===== config.mk =====
export PLATFORM = sky130hd
export DESIGN_NAME = inactivity_timeout_with_warning_top
export DESIGN_NICKNAME = d
export VERILOG_FILES = /design/src/rtl/core/itw_pkg.sv /design/src/rtl/core/inactivity_timeout_with_warning_top.sv
export SDC_FILE = /design/constraint.sdc
export NUM_CORES = 1
export LEC_CHECK = 0
export BUFFER_PORTS_ARGS = -buffer_cell sky130_fd_sc_hd__buf_2
export CORE_ASPECT_RATIO = 0.8
export CORE_UTILIZATION = 50
export CTS_CLUSTER_DIAMETER = 30
export DETAILED_ROUTE_END_ITERATION = 12
export PLACE_DENSITY = 0.67
export SYNTH_ARGS = -nofsm -noshare
export SYNTH_HDL_FRONTEND = slang
export SYNTH_SLANG_ARGS = --single-unit

===== constraint.sdc =====
create_clock -name clk -period 21.7 [get_ports clk]
set_input_delay 1.085 -clock clk [delete_from_list [all_inputs] [get_ports clk]]
set_output_delay 1.085 -clock clk [all_outputs]
set_load 0.005 [all_outputs]

===== src/rtl/core/itw_pkg.sv =====
// Package for the inactivity timeout watchdog: transaction structs, event codes
// and fixed constants of the seconds conversion.
// No dependencies; used by inactivity_timeout_with_warning_top.
package itw_pkg;

    // Event codes reported with every result.
    localparam logic [1:0] EV_NONE  = 2'd0;
    localparam logic [1:0] EV_CLEAR = 2'd1;
    localparam logic [1:0] EV_SHOW  = 2'd2;
    localparam logic [1:0] EV_OFF   = 2'd3;

    localparam int MINUTES_W = 11;
    localparam int MS_W      = 27;
    localparam int NOW_W     = 32;
    localparam int SECS_W    = 6;
    localparam int SHOWN_W   = 7;

    localparam logic [MS_W-1:0]    MS_PER_MINUTE = 27'd60000;
    localparam logic [SHOWN_W-1:0] NO_SECONDS    = 7'd127;
    localparam logic [SHOWN_W-1:0] SECS_CAP      = 7'd63;

    // Rounded-up seconds: floor((x + 999) / 1000) by reciprocal multiply.
    // The reciprocal ceil(2^30 / 1000) is exact for inputs below 2^20,
    // which covers any warning window up to 600 s.
    localparam int DIV_IN_W    = 20;
    localparam int DIV_RECIP_W = 21;
    localparam int DIV_SHIFT   = 30;
    localparam int DIV_PROD_W  = DIV_IN_W + DIV_RECIP_W;
    localparam int DIV_Q_W     = DIV_PROD_W - DIV_SHIFT;
    localparam logic [DIV_RECIP_W-1:0] DIV_RECIP = 21'd1073742;
    localparam logic [DIV_IN_W-1:0]    ROUND_UP  = 20'd999;

    // One loop pass.
    typedef struct packed {
        logic [NOW_W-1:0] now_ms;
        logic             activity;
        logic             scene_active;
    } item_t;

    // One watchdog result.
    typedef struct packed {
        logic [1:0]        event_res;
        logic [SECS_W-1:0] seconds_left;
        logic              flash_invert;
        logic [MS_W-1:0]   time_left_ms;
        logic [MS_W-1:0]   window_ms;
        logic              status_valid;
    } result_t;

endpackage


===== src/rtl/core/inactivity_timeout_with_warning_top.sv =====
// Inactivity watchdog with warning countdown: top level.
// Depends on itw_pkg for the transaction structs, event codes and constants.
//
// Each transaction on the item channel is one loop pass (timestamp, activity,
// scene-active) and yields exactly one result transaction. The block takes one
// transaction per cycle while item_stall is low, and its path to the result is:
// the pass sits in an input register, then one pass of compare, subtract and
// reciprocal multiply updates the watchdog state and fills the result register.
// That state update is what sets the rate. The timeout register is
// written through cfg_valid/cfg_data while the block is idle; cfg_ready is low
// while a pass waits in the input register, the value is clamped to
// MIN_MINUTES..MAX_MINUTES, and the derived total and warning threshold apply
// to the next pass.
module inactivity_timeout_with_warning_top #(
    parameter int MIN_MINUTES = 1,
    parameter int MAX_MINUTES = 1440,
    parameter int WARN_MS     = 60000
) (
    input  logic                               clk,
    input  logic                               rst_n,
    input  logic                               item_valid,
    output logic                               item_stall,
    input  itw_pkg::item_t                     item,
    output logic                               result_valid,
    input  logic                               result_stall,
    output itw_pkg::result_t                   result,
    input  logic                               cfg_valid,
    output logic                               cfg_ready,
    input  logic [itw_pkg::MINUTES_W-1:0]      cfg_data
);

    localparam int MS_W    = itw_pkg::MS_W;
    localparam int NOW_W   = itw_pkg::NOW_W;
    localparam int SHOWN_W = itw_pkg::SHOWN_W;

    localparam logic [itw_pkg::MINUTES_W-1:0] MIN_M = itw_pkg::MINUTES_W'(MIN_MINUTES);
    localparam logic [itw_pkg::MINUTES_W-1:0] MAX_M = itw_pkg::MINUTES_W'(MAX_MINUTES);
    localparam logic [MS_W-1:0] WARN_V = MS_W'(WARN_MS);

    // Reset timeout is 60 minutes.
    localparam int RESET_TOTAL_I  = 60 * 60000;
    localparam int RESET_WARN_I   = (WARN_MS >= RESET_TOTAL_I) ? RESET_TOTAL_I / 2 : WARN_MS;
    localparam logic [MS_W-1:0] RESET_TOTAL  = MS_W'(RESET_TOTAL_I);
    localparam logic [MS_W-1:0] RESET_THRESH = MS_W'(RESET_TOTAL_I - RESET_WARN_I);

    // Configuration-derived registers.
    logic [MS_W-1:0] total_reg, total_next;
    logic [MS_W-1:0] thresh_reg, thresh_next;

    // Watchdog state.
    logic [NOW_W-1:0]   last_act_reg, last_act_next;
    logic               seeded_reg, seeded_next;
    logic               showing_reg, showing_next;
    logic [SHOWN_W-1:0] shown_reg, shown_next;

    // Pipeline registers.
    logic             s1_valid_reg, s1_valid_next;
    itw_pkg::item_t   s1_data_reg, s1_data_next;
    logic             res_valid_reg, res_valid_next;
    itw_pkg::result_t res_data_reg, res_data_next;

    logic advance;
    logic load_in;
    logic process;
    logic cfg_write;

    // Handshake: the pipe moves when the result register is free or taken; an
    // empty input register loads too. A timeout write waits until no pass is left.
    assign advance    = !res_valid_reg || !result_stall;
    assign load_in    = !s1_valid_reg || advance;
    assign process    = s1_valid_reg && advance;
    assign item_stall = !load_in;
    assign cfg_ready  = !s1_valid_reg;
    assign cfg_write  = cfg_valid && cfg_ready;

    assign result_valid = res_valid_reg;
    assign result       = res_data_reg;

    // Configuration write: clamp, scale to ms, derive the warning threshold.
    logic [itw_pkg::MINUTES_W-1:0] cfg_min;
    logic [MS_W-1:0]               cfg_total;
    logic [MS_W-1:0]               cfg_warn;

    always_comb
    begin
        if (cfg_data < MIN_M)
        begin
            cfg_min = MIN_M;
        end
        else if (cfg_data > MAX_M)
        begin
            cfg_min = MAX_M;
        end
        else
        begin
            cfg_min = cfg_data;
        end
        cfg_total = MS_W'(cfg_min) * itw_pkg::MS_PER_MINUTE;
        cfg_warn  = (WARN_V >= cfg_total) ? {1'b0, cfg_total[MS_W-1:1]} : WARN_V;
        total_next  = cfg_write ? cfg_total : total_reg;
        thresh_next = cfg_write ? (cfg_total - cfg_warn) : thresh_reg;
    end

    // Watchdog pass on the registered item.
    logic [NOW_W-1:0]                base;
    logic [NOW_W-1:0]                elapsed;
    logic [MS_W-1:0]                 diff;
    logic [itw_pkg::DIV_IN_W-1:0]    div_in;
    logic [itw_pkg::DIV_PROD_W-1:0]  div_prod;
    logic [itw_pkg::DIV_Q_W-1:0]     div_q;
    logic [SHOWN_W-1:0]              secs;

    always_comb
    begin
        base     = (s1_data_reg.activity || !seeded_reg) ? s1_data_reg.now_ms : last_act_reg;
        elapsed  = s1_data_reg.now_ms - base;
        diff     = total_reg - elapsed[MS_W-1:0];
        div_in   = diff[itw_pkg::DIV_IN_W-1:0] + itw_pkg::ROUND_UP;
        div_prod = itw_pkg::DIV_PROD_W'(div_in) * itw_pkg::DIV_PROD_W'(itw_pkg::DIV_RECIP);
        div_q    = div_prod[itw_pkg::DIV_PROD_W-1:itw_pkg::DIV_SHIFT];
        secs     = (div_q > itw_pkg::DIV_Q_W'(itw_pkg::SECS_CAP))
                   ? itw_pkg::SECS_CAP : div_q[SHOWN_W-1:0];
    end

    // Next state and result.
    always_comb
    begin
        last_act_next = last_act_reg;
        seeded_next   = seeded_reg;
        showing_next  = showing_reg;
        shown_next    = shown_reg;
        res_data_next = res_data_reg;

        if (cfg_write)
        begin
            seeded_next = 1'b0;
            shown_next  = itw_pkg::NO_SECONDS;
        end
        else if (process)
        begin
            res_data_next.event_res    = itw_pkg::EV_NONE;
            res_data_next.seconds_left = '0;
            res_data_next.flash_invert = 1'b0;
            res_data_next.time_left_ms = '0;
            res_data_next.window_ms    = total_reg;
            res_data_next.status_valid = 1'b0;
            seeded_next   = 1'b1;
            last_act_next = base;

            if (!s1_data_reg.scene_active)
            begin
                // Timing paused: drop any countdown, baseline follows the clock.
                if (showing_reg)
                begin
                    res_data_next.event_res = itw_pkg::EV_CLEAR;
                    showing_next = 1'b0;
                    shown_next   = itw_pkg::NO_SECONDS;
                end
                last_act_next = s1_data_reg.now_ms;
            end
            else if (elapsed >= NOW_W'(total_reg))
            begin
                // Timeout reached: power off and restart the window.
                res_data_next.event_res = itw_pkg::EV_OFF;
                showing_next  = 1'b0;
                shown_next    = itw_pkg::NO_SECONDS;
                last_act_next = s1_data_reg.now_ms;
            end
            else
            begin
                res_data_next.status_valid = 1'b1;
                res_data_next.time_left_ms = diff;
                if (elapsed < NOW_W'(thresh_reg))
                begin
                    // Outside the warning window.
                    if (showing_reg)
                    begin
                        res_data_next.event_res = itw_pkg::EV_CLEAR;
                        showing_next = 1'b0;
                        shown_next   = itw_pkg::NO_SECONDS;
                    end
                end
                else if (secs != shown_reg)
                begin
                    // Inside the window: redraw only when the seconds change.
                    res_data_next.event_res    = itw_pkg::EV_SHOW;
                    res_data_next.seconds_left = secs[itw_pkg::SECS_W-1:0];
                    res_data_next.flash_invert = secs[0];
                    showing_next = 1'b1;
                    shown_next   = secs;
                end
            end
        end

        s1_valid_next  = load_in ? item_valid : s1_valid_reg;
        s1_data_next   = (load_in && item_valid) ? item : s1_data_reg;
        res_valid_next = advance ? s1_valid_reg : res_valid_reg;
    end

    // Control and state registers.
    always_ff @(posedge clk or negedge rst_n)
    begin
        if (!rst_n)
        begin
            total_reg     <= RESET_TOTAL;
            thresh_reg    <= RESET_THRESH;
            last_act_reg  <= '0;
            seeded_reg    <= 1'b0;
            showing_reg   <= 1'b0;
            shown_reg     <= itw_pkg::NO_SECONDS;
            s1_valid_reg  <= 1'b0;
            res_valid_reg <= 1'b0;
        end
        else
        begin
            total_reg     <= total_next;
            thresh_reg    <= thresh_next;
            last_act_reg  <= last_act_next;
            seeded_reg    <= seeded_next;
            showing_reg   <= showing_next;
            shown_reg     <= shown_next;
            s1_valid_reg  <= s1_valid_next;
            res_valid_reg <= res_valid_next;
        end
    end

    // Payload registers.
    always_ff @(posedge clk)
    begin
        s1_data_reg  <= s1_data_next;
        res_data_reg <= res_data_next;
    end

`ifndef NO_ASSERTIONS
    // A remembered count is always a displayable value.
    a_shown_range: assert property (@(posedge clk) disable iff (!rst_n)
        (shown_reg != itw_pkg::NO_SECONDS) |-> (shown_reg <= itw_pkg::SECS_CAP))
        else $error("last shown seconds out of range");

    // A countdown result carries a nonzero count, its flash bit and valid status.
    a_show_fields: assert property (@(posedge clk) disable iff (!rst_n)
        (res_valid_reg && res_data_reg.event_res == itw_pkg::EV_SHOW) |->
        (res_data_reg.status_valid && res_data_reg.seconds_left != '0 &&
         res_data_reg.flash_invert == res_data_reg.seconds_left[0]))
        else $error("countdown result fields inconsistent");

    // Power-off leaves nothing remaining and no valid status.
    a_off_fields: assert property (@(posedge clk) disable iff (!rst_n)
        (res_valid_reg && res_data_reg.event_res == itw_pkg::EV_OFF) |->
        (!res_data_reg.status_valid && res_data_reg.time_left_ms == '0))
        else $error("power-off result fields inconsistent");

    // Remaining time never exceeds the configured total.
    a_remaining_bound: assert property (@(posedge clk) disable iff (!rst_n)
        res_valid_reg |-> (res_data_reg.time_left_ms <= res_data_reg.window_ms))
        else $error("remaining time exceeds total");
`endif

endmodule

==> results by group <==
Run status
  – Run status: finished, final reports clean

Worst setup path
  – Worst Path Max Fanout: 12
  – CP startpoint: seeded_reg$_DFFE_PN0P_
  – Top delay family on crit path: compound AO/OA/AOI/OAI gates
  – WS Path Type: flop to flop
  – WP buf/inv: 4
  – CP max stage delay: 0.93 ns
  – Most frequent cell on the critical path: ha_1
  – Worst setup SP type: flop
  – Worst setup EP type: flop
  – CP max stage cell: o311ai_1
  – Reg2reg start: seeded_reg$_DFFE_PN0P_
  – Worst EP required: 22.09 ns
  – Arrival @ worst endpoint: 14.46 ns

Route
  – Initial drt markers: 1229
  – WL final: 51.02 mm
  – # DRC: 0
  – Number of antenna-violating nets in the routed design: 0
  – DR pass1 iterations: 6
  – Routed len/inst: 18.08 um
  – Vias per cell: 5.672
  – Via count: 16010

Logic synthesis
  – Largest family of logic cells by synthesized area: adder cells
  – Seq/Total Area, Yosys: 0.2432
  – Yosys reg bits: 180
  – Compound-Gate Fraction of Synth Area: 0.1560
  – Count leader, synth: ha_1
  – Mux contribution to synthesized area: 0.03168
  – Post-Synth Simple-Gate Area: 0.1190
  – Area contributors post-synth: ha_1 (21%), edfxtp_1 (13%), fa_1 (12%)
  – Xor-xnor portion of the synthesized cell area: 0.04727
  – Yosys top cell area share: 0.2102
  – Most common flop cell mapped by yosys: edfxtp_1
  – Synth Area in Adders: 0.3281
  – Dominant cell type by area after synthesis: ha_1
  – Synth Warn #: 0
  – Mapped cell area: 20540 um^2
  – Commonest cells in the netlist: ha_1 (345), inv_1 (341), nand2_1 (136)
  – Gate Count Post-Synth: 2165
  – Avg Cell Area, Syn: 9.487 um^2
  – Synth async-reset ratio: 0.4889
  – Post-synth EDFFs: 92
  – Distinct cell type count after synthesis: 94

Placement
  – Routability cong.: 0.9838
  – I/O Buffers: 111
  – DP HPWL: 41.50 mm
  – Post-place setup slack: 7.792 ns

Timing
  – Tcrit/Tclk final: 0.6484
  – Clock Skew: 0.01500 ns
  – F_max: 71.08 MHz
  – Rel. slew slack: 0.2500
  – Fin. max-slew vios: 0
  – Tmin final: 14.07 ns
  – Final worst-path setup slack: 7.630 ns
  – Fin. Hold Viols: 0
  – Worst Tran Pin Value: 1.108 ns
  – RSZ-0062 raised after global routing: false
  – WHS: 0.4852 ns
  – Final Setup Violations: 0
  – Sum of negative setup slack: 0 ns

Die
  – DIE WIDTH: 228.6 um
  – CORE AREA: 40550 um^2
  – Initial Util: 0.5066
  – # IOs: 117
  – Num rows: 66
  – Die Ht: 183.3 um
  – Die ar.: 41900 um^2

Finish
  – Layout fillers: 3643
  – Share of layout cells above drive strength 1: 0.1093
  – Nets@finish: 2781
  – Fin util: 0.5506
  – Diodes inserted: 0
  – Largest register FFs: 58
  – Area Growth Syn to Fin: 8.699%

Clocking
  – Clk sinks: 180
  – CTS tree: built
  – Post-CTS setup buffers: 0
  – CTS buffer count: 17
  – Clk Latency, worst-skew pair: 0.46 ns
  – Cts repair resizes: 0
  – Clock Pin Slew Worst Setup and Hold Paths: 0.08 ns
  – CTS Hold Bufs: 0
  – Root Driver: clkbuf_16
  – H-Tree Depth: 4
  – Clock Path Buffers: 2

Worst hold path
  – Worst hold path class: flop to flop
  – HP Start: thresh_reg[7]$_DFFE_PN0P_

Global route
  – Vias in the first global route: 15670
  – First-pass GRT wire length: 82.66 mm
  – GR Util All Layers: 0.2500
  – Largest net degree at the start of global routing: 56
  – Initial antenna violation count: 1
  – Remaining global-route overflow: 0

Job
  – Max-Cap Viols: 0
-- placed cells by master, fill, tap and decap left out, types with 12 or more instances in the layout --
master and n:
a211oi_1 17, a21o_1 62, a21oi_1 110, a31oi_1 13, and3_1 21, buf_2 110, buf_4 12, clkbuf_16 17
conb_1 15, dfrtp_1 64, dfstp_2 24, edfxtp_1 92, fa_1 121, ha_1 345, inv_1 340, mux2_2 32
mux2i_1 29, nand2_1 136, nand2b_1 23, nand3_1 42, nand4_1 14, nor2_1 93, nor2b_1 22, nor3_1 22
o21a_1 16, o21ai_0 117, o21bai_1 20, o31ai_1 12, xnor2_1 65, xor2_1 44
-- cells by family after synthesis --
family / Yosys count
compound gates: 482
xor+xnor: 110
fa+ha+maj: 466
buf+inv: 396
flops: 180
mux: 61
other cells: 2
simple gates: 468
-- final cells by class --
cell class | instances | area (um^2) | share of cell area
tap | 544 | 680.7 | 0.03049
sequential | 180 | 4995 | 0.2237
multi-input combinational | 1602 | 14080 | 0.6307
clock buffer | 17 | 425.4 | 0.01905
timing repair buffer | 122 | 640.6 | 0.02869
inverter | 342 | 1284 | 0.05750
clock inverter | 15 | 220.2 | 0.009863
-- routing by layer --
layer	global-route usage	wire length (um)	up-vias
met5	0	0	-
li1	-	-	7752
met2	0.4017	23270	434
met3	0.04307	2825	71
met1	0.3436	23530	7749
met4	0.07732	1386	0
-- through the flow --
step                      instance area, um^2  cells
after floorplan                         20590   2178
after global placement                  21680   2790
after detailed placement                21680   2790
after CTS                               22330   2822
after global routing                    22330   2822
final                                   22330   2822
-- worst register-to-register path: cells and delay by family, from the launching register on --
family | cells | cell delay, ns
adders and majority gates | 10 | 3.84
xor gates and xnor gates | 1 | 0.15
DFF | 1 | 0.46
and+or+nand+nor | 14 | 3.19
AOI/OAI and AO/OA | 20 | 6.00
buffers and inverters | 4 | 0.39
-- worst paths after layout --
path / end / slack (ns) / depth (start not counted)
max: shown_reg[2]$_DFFE_PN1P_ / 7.63 / 49
min: thresh_reg[7]$_DFFE_PN0P_ / 0.49 / 2
max reg2reg: shown_reg[2]$_DFFE_PN1P_ / 7.63 / 49
min reg2reg: thresh_reg[7]$_DFFE_PN0P_ / 0.49 / 2
max in group asynchronous: thresh_reg[12]$_DFFE_PN0P_ / 20.00 / 2
min in group asynchronous: last_act_reg[6]$_DFFE_PN0P_ / 0.56 / 1
Power is left out: the tool's default activity adds up to more than one toggle a clock period on the data nets, which glitch-free logic cannot reach.
